### config.mk
export PLATFORM = sky130hd
export DESIGN_NAME = pvp_mac
export DESIGN_NICKNAME = d
export VERILOG_FILES = /design/src/hw/rtl/pvp_pkg.sv /design/src/hw/rtl/pvp_mac.sv
export SDC_FILE = /design/constraint.sdc
export NUM_CORES = 2
export LEC_CHECK = 0
export BUFFER_PORTS_ARGS = -buffer_cell sky130_fd_sc_hd__buf_2
export CAP_MARGIN = 20
export CORE_ASPECT_RATIO = 0.8
export CORE_UTILIZATION = 27
export CTS_CLUSTER_SIZE = 10
export DETAILED_ROUTE_END_ITERATION = 8
export GPL_ROUTABILITY_DRIVEN = 0
export GPL_TIMING_DRIVEN = 0
export SETUP_SLACK_MARGIN = 0.5
export SLEW_MARGIN = 20
export SYNTH_ARGS = -nofsm -noshare
export SYNTH_HDL_FRONTEND = slang
export SYNTH_SLANG_ARGS = --single-unit
### constraint.sdc
create_clock -name clk -period 12.8 [get_ports clk]
set_input_delay 2.56 -clock clk [delete_from_list [all_inputs] [get_ports clk]]
set_output_delay 2.56 -clock clk [all_outputs]
set_load 0.05 [all_outputs]
### src/hw/rtl/pvp_pkg.sv
// Shared types and constants for the point view projection block.
// Request/result payloads, command and register codes, MAC pipe records.
// No dependencies.
package pvp_pkg;

    // command codes
    localparam logic [1:0] CMD_LOAD_MV = 2'd0;
    localparam logic [1:0] CMD_LOAD_PJ = 2'd1;
    localparam logic [1:0] CMD_XFORM   = 2'd2;

    // viewport register indexes
    localparam int unsigned CFG_IDX_W  = 2;
    localparam int unsigned CFG_DATA_W = 16;
    localparam logic [CFG_IDX_W-1:0] REG_VP_LEFT   = 2'd0;
    localparam logic [CFG_IDX_W-1:0] REG_VP_BOTTOM = 2'd1;
    localparam logic [CFG_IDX_W-1:0] REG_VP_WIDTH  = 2'd2;
    localparam logic [CFG_IDX_W-1:0] REG_VP_HEIGHT = 2'd3;

    // datapath widths
    localparam int unsigned OP_W   = 33;  // multiplier operand
    localparam int unsigned ACC_W  = 66;  // product / accumulator
    localparam int unsigned NUM_W  = 49;  // viewport numerator, signed
    localparam int unsigned DEN_W  = 33;  // 2*clip_w, signed
    localparam int unsigned QMAG_W = 48;  // quotient magnitude

    // MAC result destination kinds
    localparam logic [1:0] KIND_EYE  = 2'd0;
    localparam logic [1:0] KIND_CLIP = 2'd1;
    localparam logic [1:0] KIND_NUM  = 2'd2;

    typedef struct packed {
        logic [1:0]         cmd;
        logic [3:0]         entry_index;
        logic signed [31:0] entry_value;
        logic signed [15:0] point_x;
        logic signed [15:0] point_y;
    } pvp_req_t;

    typedef struct packed {
        logic signed [15:0] screen_x;
        logic signed [15:0] screen_y;
        logic               w_zero;
        logic               saturated;
    } pvp_res_t;

    typedef struct packed {
        logic                  valid;
        logic                  first;
        logic                  last;
        logic                  a_mem;   // A operand from matrix memory
        logic [1:0]            kind;
        logic [1:0]            row;
        logic signed [OP_W-1:0] a_alt;
        logic signed [OP_W-1:0] b;
    } pvp_mac_op_t;

    typedef struct packed {
        logic              valid;
        logic [1:0]        kind;
        logic [1:0]        row;
        logic              sat;
        logic [31:0]       val32;
        logic [NUM_W-1:0]  num;
    } pvp_mac_res_t;

endpackage

### src/hw/rtl/pvp_mac.sv
// Shared multiply-accumulate pipe: operand select, 33x33 multiply,
// 66-bit accumulate, then shift/clamp or pass of the sum. Uses pvp_pkg.
module pvp_mac #(
    parameter int FRAC_BITS = 16
) (
    input  logic                  clk,
    input  logic                  rst_n,
    input  pvp_pkg::pvp_mac_op_t  op,
    input  logic [31:0]           mem_rdata,
    output pvp_pkg::pvp_mac_res_t res,
    output logic                  busy
);
    import pvp_pkg::*;

    pvp_mac_op_t             s1_op_reg;
    logic                    s1_valid_reg;
    logic                    s2_valid_reg;
    logic                    s2_first_reg;
    logic                    s2_last_reg;
    logic [1:0]              s2_kind_reg;
    logic [1:0]              s2_row_reg;
    logic signed [ACC_W-1:0] prod_reg;
    logic signed [ACC_W-1:0] prod_next;
    logic signed [ACC_W-1:0] acc_reg;
    logic signed [ACC_W-1:0] acc_next;
    logic                    s3_valid_reg;
    logic [1:0]              s3_kind_reg;
    logic [1:0]              s3_row_reg;
    logic signed [OP_W-1:0]  a_op;
    logic signed [ACC_W-1:0] acc_shift;
    logic [32:0]             clamped;

    function automatic logic [32:0] clamp32(input logic signed [ACC_W-1:0] v);
        logic fits;
        fits = (v[ACC_W-1:31] == {(ACC_W-31){v[31]}});
        if (fits)
            return {1'b0, v[31:0]};
        else if (v[ACC_W-1])
            return {1'b1, 32'h8000_0000};
        else
            return {1'b1, 32'h7FFF_FFFF};
    endfunction

    // stage 1: memory data is valid here
    assign a_op      = s1_op_reg.a_mem ? $signed({mem_rdata[31], mem_rdata}) : s1_op_reg.a_alt;
    assign prod_next = a_op * s1_op_reg.b;

    // stage 2: accumulate
    assign acc_next  = (s2_first_reg ? '0 : acc_reg) + prod_reg;

    always_ff @(posedge clk or negedge rst_n)
    begin
        if (!rst_n)
        begin
            s1_valid_reg <= 1'b0;
            s2_valid_reg <= 1'b0;
            s3_valid_reg <= 1'b0;
        end
        else
        begin
            s1_valid_reg <= op.valid;
            s2_valid_reg <= s1_valid_reg;
            s3_valid_reg <= s2_valid_reg && s2_last_reg;
        end
    end

    always_ff @(posedge clk)
    begin
        s1_op_reg    <= op;
        prod_reg     <= prod_next;
        s2_first_reg <= s1_op_reg.first;
        s2_last_reg  <= s1_op_reg.last;
        s2_kind_reg  <= s1_op_reg.kind;
        s2_row_reg   <= s1_op_reg.row;
        if (s2_valid_reg)
        begin
            acc_reg <= acc_next;
        end
        s3_kind_reg <= s2_kind_reg;
        s3_row_reg  <= s2_row_reg;
    end

    // stage 3: post-process the finished sum
    assign acc_shift = acc_reg >>> FRAC_BITS;

    always_comb
    begin
        unique case (s3_kind_reg)
            KIND_EYE:  clamped = clamp32(acc_reg);
            KIND_CLIP: clamped = clamp32(acc_shift);
            default:   clamped = {1'b0, acc_reg[31:0]};
        endcase
        res.valid = s3_valid_reg;
        res.kind  = s3_kind_reg;
        res.row   = s3_row_reg;
        res.sat   = clamped[32];
        res.val32 = clamped[31:0];
        res.num   = acc_reg[NUM_W-1:0];
    end

    assign busy = s1_valid_reg || s2_valid_reg || s3_valid_reg;

endmodule

==> metrics.log <==
[metrics] Clk Latency, worst-skew pair: 0.68 ns
[metrics] overall via count from detail_route: 37709
[metrics] share of synthesized registers carrying an async set or reset: 0.0138
[metrics] worst r2r src: s1_op_reg[70]
[metrics] maximum clock frequency: 86.6 MHz
[metrics] stage delay of the slowest cell on the critical path: 0.76 ns
[metrics] remaining max-slew budget at the tightest pin: 0.168
[metrics] final hold violation count: 0
[metrics] reg-to-reg critical path endpoint: prod_reg[65]
[metrics] number of failing setup endpoints in the final timing report: 0
[metrics] critical path required time: 13.38 ns
[metrics] number of antenna violations at the first check in global routing: 27
[metrics] half-perimeter wire length after placement: 150000 µm
[metrics] cts hold-fix bufs: 0
[metrics] Post-DRT Antenna Nets: 0
[metrics] cells taking the most area after synthesis: fa_1 47%, inv_1 8.7%, ha_1 7.2%, and2_1 7.1%, dfxtp_1 6.1%
[metrics] crit path time final: 11.55 ns
[metrics] Syn Area/Cell: 9.46 µm²
[metrics] detailed-route DRC error count: 0
[metrics] outcome: completed
[metrics] hold_sp: s2_row_reg[1]
[metrics] Synth area leader: fa_1
[metrics] full die area: 184000 µm²
[metrics] Cell variety after synth: 74
[metrics] overall fraction of global-route tracks in use: 0.195
[metrics] Die Width: 480 µm
[metrics] number of violations reported at the end of detailed-routing iteration 0: 4000
[metrics] number of instances in the synthesized netlist: 5210
[metrics] detail-routed via count per cell: 4.79
[metrics] Filler cells: 18976
[metrics] crit share post-route: 0.902
[metrics] sequential element share of the synthesized area: 0.102
[metrics] number of nets in the final layout: 6976
[metrics] pin count of the biggest net entering global routing: 41
[metrics] number of max-cap violations: 0
[metrics] Clock Tree Buf Depth: 3
[metrics] first-pass GRT wire length: 262000 µm
[metrics] number of ports placed on the die boundary: 196
[metrics] number of storage elements in the synthesis netlist: 218
[metrics] clock tree from TritonCTS: built
[metrics] core outline area: 180000 µm²
[metrics] CTS Buf Count: 31
[metrics] area share of the leading cell type in the synthesized netlist: 0.466
[metrics] # port buffers: 195
[metrics] relative area change from synthesis to final layout: 10.4%
[metrics] flip-flop count of the largest register, all copies and words added: 73
[metrics] Crit. End Element: flop
[metrics] skew final: 0.0420 ns
[metrics] initial standard-cell utilization of the core: 0.273
[metrics] Min-Delay Endpoint: s3_row_reg[1]
[metrics] number of synthesized flops with an enable pin: 66
[metrics] average wire per cell in the routed design: 22.7 µm
[metrics] clock-pin slew on the worst setup and hold paths: 0.06 ns
[metrics] via count of the first global-routing pass: 39441
[metrics] Slew Viols, Final: 0
[metrics] kind of launch point of the worst setup path: input pin
[metrics] grt total ovfl: 0
[metrics] most used flip-flop cell after synthesis: dfxtp_1
[metrics] logic depth of the worst register-to-register path: 30
[metrics] post-detailed-routing wire length: 178000 µm
[metrics] number of gates given a new drive strength after cts: 0
[metrics] Max Fanout on Critical Path: 12
[metrics] Post-Syn Nets: 6746
[metrics] CTS Root Buffer Type: clkbuf_16
[metrics] floorplan die height: 384 µm
[metrics] synth warn: 0
[metrics] cell with the largest stage delay on the worst path: fa_1
[metrics] number of setup buffers added after CTS: 0
[metrics] R2R setup slack: 2.21 ns
[metrics] unrepaired setup endpoints after global routing: no
[metrics] H-tree depth: 1
[metrics] length of the first detailed-routing pass in iterations: 7
[metrics] Post-Synthesis Cell Area: 49300 µm²
[metrics] TritonCTS Sinks: 218
[metrics] total negative slack: 0 ns
[metrics] Most Frequent Cell on Critical Path: fa_1
[metrics] path class of the lowest-slack min-delay path: flop to flop
[metrics] fraction of final layout cells sized beyond drive strength 1: 0.0692
[metrics] number of placement rows: 139
[metrics] hold-critical path depth: 0
[metrics] Arrival @ worst endpoint: 12.13 ns
[metrics] measured slew at the worst slew-check pin: 1.25 ns
[metrics] type of the worst setup path: input pin to flop
final cells by class:
class | instances | area [µm²] | share of cell area
Multi-Input combinational cell | 3544 | 38600 | 0.710
Sequential cell | 218 | 5040 | 0.0927
Inverter | 1147 | 4310 | 0.0792
Tap cell | 2397 | 3000 | 0.0551
Buffer | 301 | 1330 | 0.0245
Timing Repair Buffer | 197 | 1020 | 0.0188
Clock buffer | 48 | 942 | 0.0173
Clock inverter | 9 | 100 | 0.00184
Antenna cell | 9 | 22.5 | 0.000414
cell usage in the layout (no fill, tap or decap), drive strengths merged, types with 5 or more instances in the layout:
master / n
a211oi: 5
a21o: 78
a21oi: 160
a31oi: 16
and2: 558
and3: 20
buf: 255
clkbuf: 291
dfxtp: 149
diode: 9
edfxtp: 66
fa: 1146
ha: 282
inv: 1149
mux2: 32
nand2: 590
nand2b: 11
nand3: 28
nand4: 27
nor2: 100
nor2b: 82
nor3: 7
nor4: 8
o211ai: 5
o21a: 17
o21ai: 132
o21bai: 21
o31ai: 11
or2: 7
or4: 6
xnor2: 88
xor2: 51
routing by layer:
layer | GRT usage | share of wire | vias to the layer above
li1 | - | - | 15902
met3 | 0.0633 | 0.12 | 408
met4 | 0.0754 | 0.047 | 16
met2 | 0.289 | 0.42 | 2059
met1 | 0.263 | 0.41 | 19324
met5 | 0 | 0.00059 | -
cell usage after synthesis (all sizes together) (4+ instances only):
cell,number
a211o,4
a211oi,5
a21o,78
a21oi,160
a221o,4
a31oi,16
and2,558
and3,20
buf,58
clkbuf,243
dfxtp,149
edfxtp,66
fa,1146
ha,282
inv,1147
mux2,32
nand2,590
nand2b,11
nand3,28
nand4,27
nor2,100
nor2b,82
nor3,7
nor4,8
o211ai,5
o21a,17
o21ai,132
o21bai,21
o22ai,4
o31ai,11
o41ai,4
or2,7
or3,4
or4,6
xnor2,88
xor2,51
kinds of logic (layout without fill, tap and decap cells):
kind of cell    Yosys count  count (layout)  share of synthesized area
compound gates          489             489                     0.0648
flops                   218             218                      0.102
xor+xnor                139             139                     0.0247
buf+inv                1448            1702                      0.114
mux                      32              32                    0.00731
fa+ha+maj              1428            1428                      0.537
simple gates           1456            1456                      0.150
other cells               0               9                          0
through the flow:
| stage | std cells | setup WS [ns] | cell area (µm²) | utilization | hold WS, ns |
|---|---|---|---|---|---|
| finish | 7870 | 1.25 | 54400 | 0.302 | 0.325 |
| global route | 7865 | 0.835 | 54400 | 0.301 | 0.335 |
| CTS | 7861 | 1.39 | 54400 | 0.301 | 0.328 |
| detailed placement | 7804 | 0.678 | 53300 | 0.296 | 0.312 |
| global placement | 7802 | 0.609 | 53300 | 0.295 | 0.310 |
| floorplan | 5210 | 2.68 | 49300 | - | 0.310 |
worst max-delay path, delay by kind of cell:
kind	cells	cell delay, ns
adder cells (fa/ha/maj)	9	4.70
AO/OA/AOI/OAI	8	2.31
buffers and inverters	9	2.05
AND/OR/NAND/NOR	2	0.33
XOR/XNOR	1	0.14
how the worst max path moves through the flow:
stage	start	endpoint	slack, ns
5_1_grt	mem_rdata[31]	prod_reg[61]	0.83
3_5_place_dp	mem_rdata[31]	prod_reg[61]	0.68
6_report	mem_rdata[31]	prod_reg[61]	1.25
2_1_floorplan	mem_rdata[31]	prod_reg[61]	2.68
3_3_place_gp	mem_rdata[31]	prod_reg[61]	0.61
4_1_cts	mem_rdata[31]	prod_reg[61]	1.39
Power is left out: the tool's default activity adds up to more than one toggle a clock period on the data nets, which glitch-free logic cannot reach.
