## src/hw/rtl/pvp_pkg.sv

```systemverilog
// Shared types and constants for the point view projection block.
// Request/result payloads, command and register codes, MAC pipe records.
// No dependencies.
package pvp_pkg;

    // command codes
    localparam logic [1:0] CMD_LOAD_MV = 2'd0;
    localparam logic [1:0] CMD_LOAD_PJ = 2'd1;
    localparam logic [1:0] CMD_XFORM   = 2'd2;

    // viewport register indexes
    localparam int unsigned CFG_IDX_W  = 2;
    localparam int unsigned CFG_DATA_W = 16;
    localparam logic [CFG_IDX_W-1:0] REG_VP_LEFT   = 2'd0;
    localparam logic [CFG_IDX_W-1:0] REG_VP_BOTTOM = 2'd1;
    localparam logic [CFG_IDX_W-1:0] REG_VP_WIDTH  = 2'd2;
    localparam logic [CFG_IDX_W-1:0] REG_VP_HEIGHT = 2'd3;

    // datapath widths
    localparam int unsigned OP_W   = 33;  // multiplier operand
    localparam int unsigned ACC_W  = 66;  // product / accumulator
    localparam int unsigned NUM_W  = 49;  // viewport numerator, signed
    localparam int unsigned DEN_W  = 33;  // 2*clip_w, signed
    localparam int unsigned QMAG_W = 48;  // quotient magnitude

    // MAC result destination kinds
    localparam logic [1:0] KIND_EYE  = 2'd0;
    localparam logic [1:0] KIND_CLIP = 2'd1;
    localparam logic [1:0] KIND_NUM  = 2'd2;

    typedef struct packed {
        logic [1:0]         cmd;
        logic [3:0]         entry_index;
        logic signed [31:0] entry_value;
        logic signed [15:0] point_x;
        logic signed [15:0] point_y;
    } pvp_req_t;

    typedef struct packed {
        logic signed [15:0] screen_x;
        logic signed [15:0] screen_y;
        logic               w_zero;
        logic               saturated;
    } pvp_res_t;

    typedef struct packed {
        logic                  valid;
        logic                  first;
        logic                  last;
        logic                  a_mem;   // A operand from matrix memory
        logic [1:0]            kind;
        logic [1:0]            row;
        logic signed [OP_W-1:0] a_alt;
        logic signed [OP_W-1:0] b;
    } pvp_mac_op_t;

    typedef struct packed {
        logic              valid;
        logic [1:0]        kind;
        logic [1:0]        row;
        logic              sat;
        logic [31:0]       val32;
        logic [NUM_W-1:0]  num;
    } pvp_mac_res_t;

endpackage

```

## src/hw/rtl/pvp_divider.sv

```systemverilog
// Radix-2 restoring divider, truncating toward zero, one quotient bit a cycle.
// Sign and magnitude out. Uses pvp_pkg widths.
module pvp_divider (
    input  logic                               clk,
    input  logic                               rst_n,
    input  logic                               start,
    input  logic signed [pvp_pkg::NUM_W-1:0]   num,
    input  logic signed [pvp_pkg::DEN_W-1:0]   den,
    output logic                               done,
    output logic                               q_neg,
    output logic [pvp_pkg::QMAG_W-1:0]         q_mag
);
    import pvp_pkg::*;

    localparam int unsigned CNT_W = $clog2(QMAG_W);
    localparam logic [CNT_W-1:0] CNT_LAST = CNT_W'(QMAG_W - 1);

    logic              busy_reg;
    logic              done_reg;
    logic [CNT_W-1:0]  cnt_reg;
    logic              neg_reg;
    logic [DEN_W-1:0]  den_reg;
    logic [DEN_W-1:0]  rem_reg;
    logic [DEN_W-1:0]  rem_next;
    logic [QMAG_W-1:0] quo_reg;
    logic [QMAG_W-1:0] quo_next;
    logic [NUM_W-1:0]  num_abs;
    logic [DEN_W-1:0]  den_abs;
    logic [DEN_W:0]    trial;
    logic [DEN_W:0]    diff;
    logic              ge;

    assign num_abs = num[NUM_W-1] ? NUM_W'(-num) : NUM_W'(num);
    assign den_abs = den[DEN_W-1] ? DEN_W'(-den) : DEN_W'(den);

    assign trial    = {rem_reg, quo_reg[QMAG_W-1]};
    assign diff     = trial - {1'b0, den_reg};
    assign ge       = (trial >= {1'b0, den_reg});
    assign rem_next = ge ? diff[DEN_W-1:0] : trial[DEN_W-1:0];
    assign quo_next = {quo_reg[QMAG_W-2:0], ge};

    always_ff @(posedge clk or negedge rst_n)
    begin
        if (!rst_n)
        begin
            busy_reg <= 1'b0;
            done_reg <= 1'b0;
            cnt_reg  <= '0;
        end
        else
        begin
            done_reg <= busy_reg && (cnt_reg == CNT_LAST);
            if (start)
            begin
                busy_reg <= 1'b1;
                cnt_reg  <= '0;
            end
            else if (busy_reg)
            begin
                if (cnt_reg == CNT_LAST)
                    busy_reg <= 1'b0;
                cnt_reg <= cnt_reg + 1'b1;
            end
        end
    end

    always_ff @(posedge clk)
    begin
        if (start)
        begin
            neg_reg <= num[NUM_W-1] ^ den[DEN_W-1];
            den_reg <= den_abs;
            rem_reg <= '0;
            quo_reg <= num_abs[QMAG_W-1:0];
        end
        else if (busy_reg)
        begin
            rem_reg <= rem_next;
            quo_reg <= quo_next;
        end
    end

    assign done  = done_reg;
    assign q_neg = neg_reg;
    assign q_mag = quo_reg;

endmodule

```

## config.mk

```make
export PLATFORM = sky130hd
export DESIGN_NAME = pvp_divider
export DESIGN_NICKNAME = d
export VERILOG_FILES = /design/src/hw/rtl/pvp_pkg.sv /design/src/hw/rtl/pvp_divider.sv
export SDC_FILE = /design/constraint.sdc
export NUM_CORES = 1
export LEC_CHECK = 0
export BUFFER_PORTS_ARGS = -buffer_cell sky130_fd_sc_hd__buf_2
export CORE_MARGIN = 1
export CORE_UTILIZATION = 62
export DETAILED_ROUTE_END_ITERATION = 8
export GPL_TIMING_DRIVEN = 0
export PLACE_DENSITY = 0.86
export SLEW_MARGIN = 20
export SYNTH_ARGS = -nofsm -noshare
export SYNTH_HDL_FRONTEND = slang
export SYNTH_SLANG_ARGS = --single-unit
```

## constraint.sdc

```tcl
create_clock -name clk -period 5.8 [get_ports clk]
set_input_delay 0.87 -clock clk [delete_from_list [all_inputs] [get_ports clk]]
set_output_delay 0.87 -clock clk [all_outputs]
set_load 0.1 [all_outputs]
```

==> flow_summary.rst <==
.. list-table::
   :header-rows: 1

   * - Metric
     - Value
   * - Run status
     - finished, final reports clean
   * - Placer's final routability congestion estimate
     - 0.947
   * - Count of buffer and inverter cells on the critical path
     - 4
   * - Avg WL per Cell
     - 18.6 um
   * - Area delta synth->final
     - 18.4%
   * - Placement row count
     - 42
   * - Clock edge transition at the registers on the reported setup and hold paths
     - 60 ps
   * - Simple-gate share of the synthesized area
     - 17.1%
   * - Power per cell area
     - 427 nW/um2
   * - Worst-case hold slack
     - 277 ps
   * - Boundary Pins
     - 135
   * - Net count of the finished layout
     - 1,210
   * - Final standard cell utilization of the core
     - 75.1%
   * - Synth Flop Type
     - sky130_fd_sc_hd__edfxtp_1
   * - Synthesized-area fraction occupied by xor and xnor cells
     - 11.2%
   * - Minimum clock period
     - 4120 ps
   * - Endpoint of the worst-slack reg-to-reg timing path
     - rem_reg[15]
   * - Final Hold Violating Endpoints
     - 0
   * - Flip-flop count of the largest register after layout
     - 48
   * - Number of global-route vias before repair
     - 7,442
   * - Remaining max-slew budget at the tightest pin
     - 47.3%
   * - H-tree lvl count
     - 4
   * - Max rail drop VDD
     - 303 uV
   * - CTS Buffer Depth
     - 2
   * - Yosys top cell area share
     - 29.4%
   * - Post-CTS Setup Repair Bufs
     - 0
   * - Post-synthesis average cell area
     - 8.96 um2
   * - Ratio of cells with drive above 1 in the final layout
     - 17.7%
   * - Syn Nets
     - 1,056
   * - Slew at the pin closest to its max-slew limit
     - 790 ps
   * - Tcrit/Tclk final
     - 71.1%
   * - Final ANT Viol Nets
     - 0
   * - Post-cts gate resize count
     - 0
   * - # clock sinks
     - 123
   * - Top Family by Delay on Critical Path
     - compound AO/OA/AOI/OAI gates
   * - Number of input and output port buffers inserted
     - 134
   * - Final HPWL DP
     - 17.2 mm
   * - Number of storage elements in the synthesis netlist
     - 123
   * - Core outline area
     - 13,200 um2
   * - Total of hold buffers inserted after clock tree synthesis
     - 0
   * - Overall die width
     - 118 um
   * - LEAKAGE
     - 4.14 nW
   * - Mux share of post-synthesis cell area
     - 2.11%
   * - Clock root buffer master
     - sky130_fd_sc_hd__clkbuf_16
   * - Clock insertion delay at the later pin of the skew report
     - 430 ps
   * - Cell chain of the critical path
     - inv_1, ha_1, inv_1, fa_1, a211oi_1, nor2_1, o311a_1, o21ba_2, a31oi_1, o21a_1, clkbuf_1, buf_1, nand2_1, a311oi_1
   * - Max-slew violation total from the final report
     - 0
   * - Total DRC errors in the routed layout
     - 0
   * - Global-route usage over all layers
     - 34.8%
   * - CP required
     - 6130 ps
   * - Number of distinct library cells after synthesis
     - 61
   * - Area fraction in compound gates after synthesis
     - 19.9%
   * - Routed WL
     - 23.8 mm
   * - R2r worst-path depth
     - 14
   * - Post-Syn Area
     - 8370 um2
   * - Unrepaired setup endpoints after global routing
     - false
   * - Combinational family with the most area after synthesis
     - compound AO/OA/AOI/OAI gates
   * - Final Worst Setup Slack
     - 1680 ps
   * - Start-to-end type of the worst setup path
     - flip-flop to flip-flop
   * - Part of the Yosys area used for sequential elements
     - 39.7%
   * - Top cells by area in the synthesized netlist
     - sky130_fd_sc_hd__edfxtp_1 (29%), sky130_fd_sc_hd__dfxtp_1 (7.9%), sky130_fd_sc_hd__xor2_1 (6.3%)
   * - Via total after detailed routing
     - 7,942
   * - Fraction of registers with async set/reset
     - 6.50%
   * - Instance count of the mapped netlist
     - 934
   * - Kind of end point of the critical path
     - flip-flop
   * - Starting density of the core
     - 63.4%
   * - Initial antenna violation count
     - 0
   * - Most used cell, CP
     - sky130_fd_sc_hd__inv_1
   * - Ranking of synthesized cells by instance count
     - sky130_fd_sc_hd__nand2_1 (95), sky130_fd_sc_hd__nor2_1 (88), sky130_fd_sc_hd__edfxtp_1 (82)
   * - Highest-delay cell along the critical path
     - sky130_fd_sc_hd__buf_1
   * - Count of filler cells inserted in the layout
     - 979
   * - Adder and majority gate portion of the synthesized area
     - 5.62%
   * - Count of synthesis-stage warnings from yosys
     - 0
   * - First-pass GRT wire length
     - 38.0 mm
   * - Total gr overflow
     - 0
   * - TritonCTS clock tree
     - built
   * - Post-synth EDFFs
     - 82
   * - Initial detailed-routing violation count
     - 801
   * - Hold WC Path Type
     - input pin to asynchronous set/reset pin
   * - Startpoint of the worst register-to-register path
     - q_mag[47]
   * - F_max
     - 242 MHz
   * - Kind of start point of the critical path
     - flip-flop
   * - Most frequent cell after synthesis
     - sky130_fd_sc_hd__nand2_1
   * - Drt via density
     - 6.22
   * - Total Neg Setup Slack
     - 0 ps
   * - Max-cap violations
     - 0
   * - Antenna diode count
     - 0
   * - Clock buffers created by TritonCTS
     - 17
   * - Worst R2R Setup Slack
     - 1680 ps
   * - Largest net degree at the start of global routing
     - 36
   * - Dominant cell type by area after synthesis
     - sky130_fd_sc_hd__edfxtp_1
   * - Die outline area
     - 14,000 um2
   * - Height of the die
     - 118 um
   * - Final number of setup-violating endpoints
     - 0
   * - Pre-CTS setup slack
     - 1380 ps
   * - Worst clock skew
     - 9.73 ps
   * - Slowest stage delay, CP
     - 550 ps
   * - Number of optimization iterations in the first detailed-route pass
     - 5
   * - Worst endpoint data arrival time
     - 4460 ps
   * - Maximum fanout along the worst path
     - 10
[cell families after synthesis]
kind of cell | Yosys count
simple gates | 300
compound gates | 256
flops | 123
xor+xnor | 107
buf+inv | 95
fa+ha+maj | 37
mux | 16
[final cells by class]
| class | count | area [um2] | area share (%) |
|---|---|---|---|
| well taps | 176 | 220 | 2.22 |
| plain buffers | 50 | 188 | 1.89 |
| clock inverters | 14 | 186 | 1.88 |
| multi-input cells | 716 | 4690 | 47.3 |
| repair buffers | 135 | 691 | 6.97 |
| clock buffers | 18 | 439 | 4.43 |
| flip-flops and latches | 123 | 3320 | 33.5 |
| inverters | 45 | 169 | 1.71 |
[per-layer routing]
| layer | GRT usage (%) | wire [um] | part of all wire (%) | vias to the layer above |
|---|---|---|---|---|
| met5 | 0 | 0 | 0 | - |
| met4 | 14.2 | 640 | 2.7 | 0 |
| met3 | 8.59 | 2380 | 10 | 59 |
| met2 | 52.5 | 10800 | 45 | 447 |
| met1 | 47.8 | 9970 | 42 | 3712 |
| li1 | - | - | - | 3724 |
[metrics by stage]
stage	instances	power [mW]	instance area [um2]
after floorplan	934	2.62	8370
after global placement	1244	3.02	9260
after detailed placement	1245	3.05	9280
after CTS	1277	4.19	9910
after global routing	1277	4.43	9910
final	1277	4.23	9910
[worst register-to-register path, stage by stage (launching register included)]
cell and delay, ps:
sky130_fd_sc_hd__edfxtp_1 440, sky130_fd_sc_hd__inv_1 90, sky130_fd_sc_hd__ha_1 160, sky130_fd_sc_hd__inv_1 60, sky130_fd_sc_hd__fa_1 410, sky130_fd_sc_hd__a211oi_1 260, sky130_fd_sc_hd__nor2_1 110, sky130_fd_sc_hd__o311a_1 330
sky130_fd_sc_hd__o21ba_2 240, sky130_fd_sc_hd__a31oi_1 410, sky130_fd_sc_hd__o21a_1 190, sky130_fd_sc_hd__clkbuf_1 370, sky130_fd_sc_hd__buf_1 550, sky130_fd_sc_hd__nand2_1 130, sky130_fd_sc_hd__a311oi_1 290
[worst max path at each step]
stage | from | endpoint | cells past startpoint
global placement | den[0] | den_reg[30] | 12
finish | q_mag[47] | rem_reg[15] | 14
detailed placement | den[0] | den_reg[30] | 12
global route | q_mag[47] | rem_reg[22] | 14
CTS | q_mag[47] | rem_reg[15] | 14
floorplan | den[1] | den_reg[30] | 11
[power by group]
part / internal, mW / switching, mW
Sequential: 1.12 / 0.136
Combinational: 0.586 / 1.26
Clock: 0.698 / 0.434
Total: 2.40 / 1.83
[cell usage in the layout, fill, tap and decap left out, types with 4 or more instances in the layout]
master and instances:
sky130_fd_sc_hd__xnor2_1 47, sky130_fd_sc_hd__nor3_1 22, sky130_fd_sc_hd__clkbuf_16 17, sky130_fd_sc_hd__o41ai_1 18, sky130_fd_sc_hd__nand2_1 94, sky130_fd_sc_hd__inv_1 44, sky130_fd_sc_hd__nor2_1 88, sky130_fd_sc_hd__dfrtp_1 8
sky130_fd_sc_hd__o211ai_1 5, sky130_fd_sc_hd__edfxtp_1 82, sky130_fd_sc_hd__and3_1 6, sky130_fd_sc_hd__o21bai_1 13, sky130_fd_sc_hd__a21o_1 21, sky130_fd_sc_hd__nand4_1 12, sky130_fd_sc_hd__a211oi_1 14, sky130_fd_sc_hd__ha_1 36
sky130_fd_sc_hd__clkinv_4 4, sky130_fd_sc_hd__dfxtp_1 33, sky130_fd_sc_hd__or4_1 14, sky130_fd_sc_hd__nand3_1 14, sky130_fd_sc_hd__o31ai_1 13, sky130_fd_sc_hd__buf_1 4, sky130_fd_sc_hd__or3_1 14, sky130_fd_sc_hd__o21ai_0 48
sky130_fd_sc_hd__or2_2 7, sky130_fd_sc_hd__xor2_1 60, sky130_fd_sc_hd__mux2_2 13, sky130_fd_sc_hd__a311oi_1 14, sky130_fd_sc_hd__clkbuf_1 46, sky130_fd_sc_hd__buf_2 134, sky130_fd_sc_hd__nand2b_1 7, sky130_fd_sc_hd__a21oi_1 79
sky130_fd_sc_hd__a31oi_1 9
(Power assumes the default switching activity.)
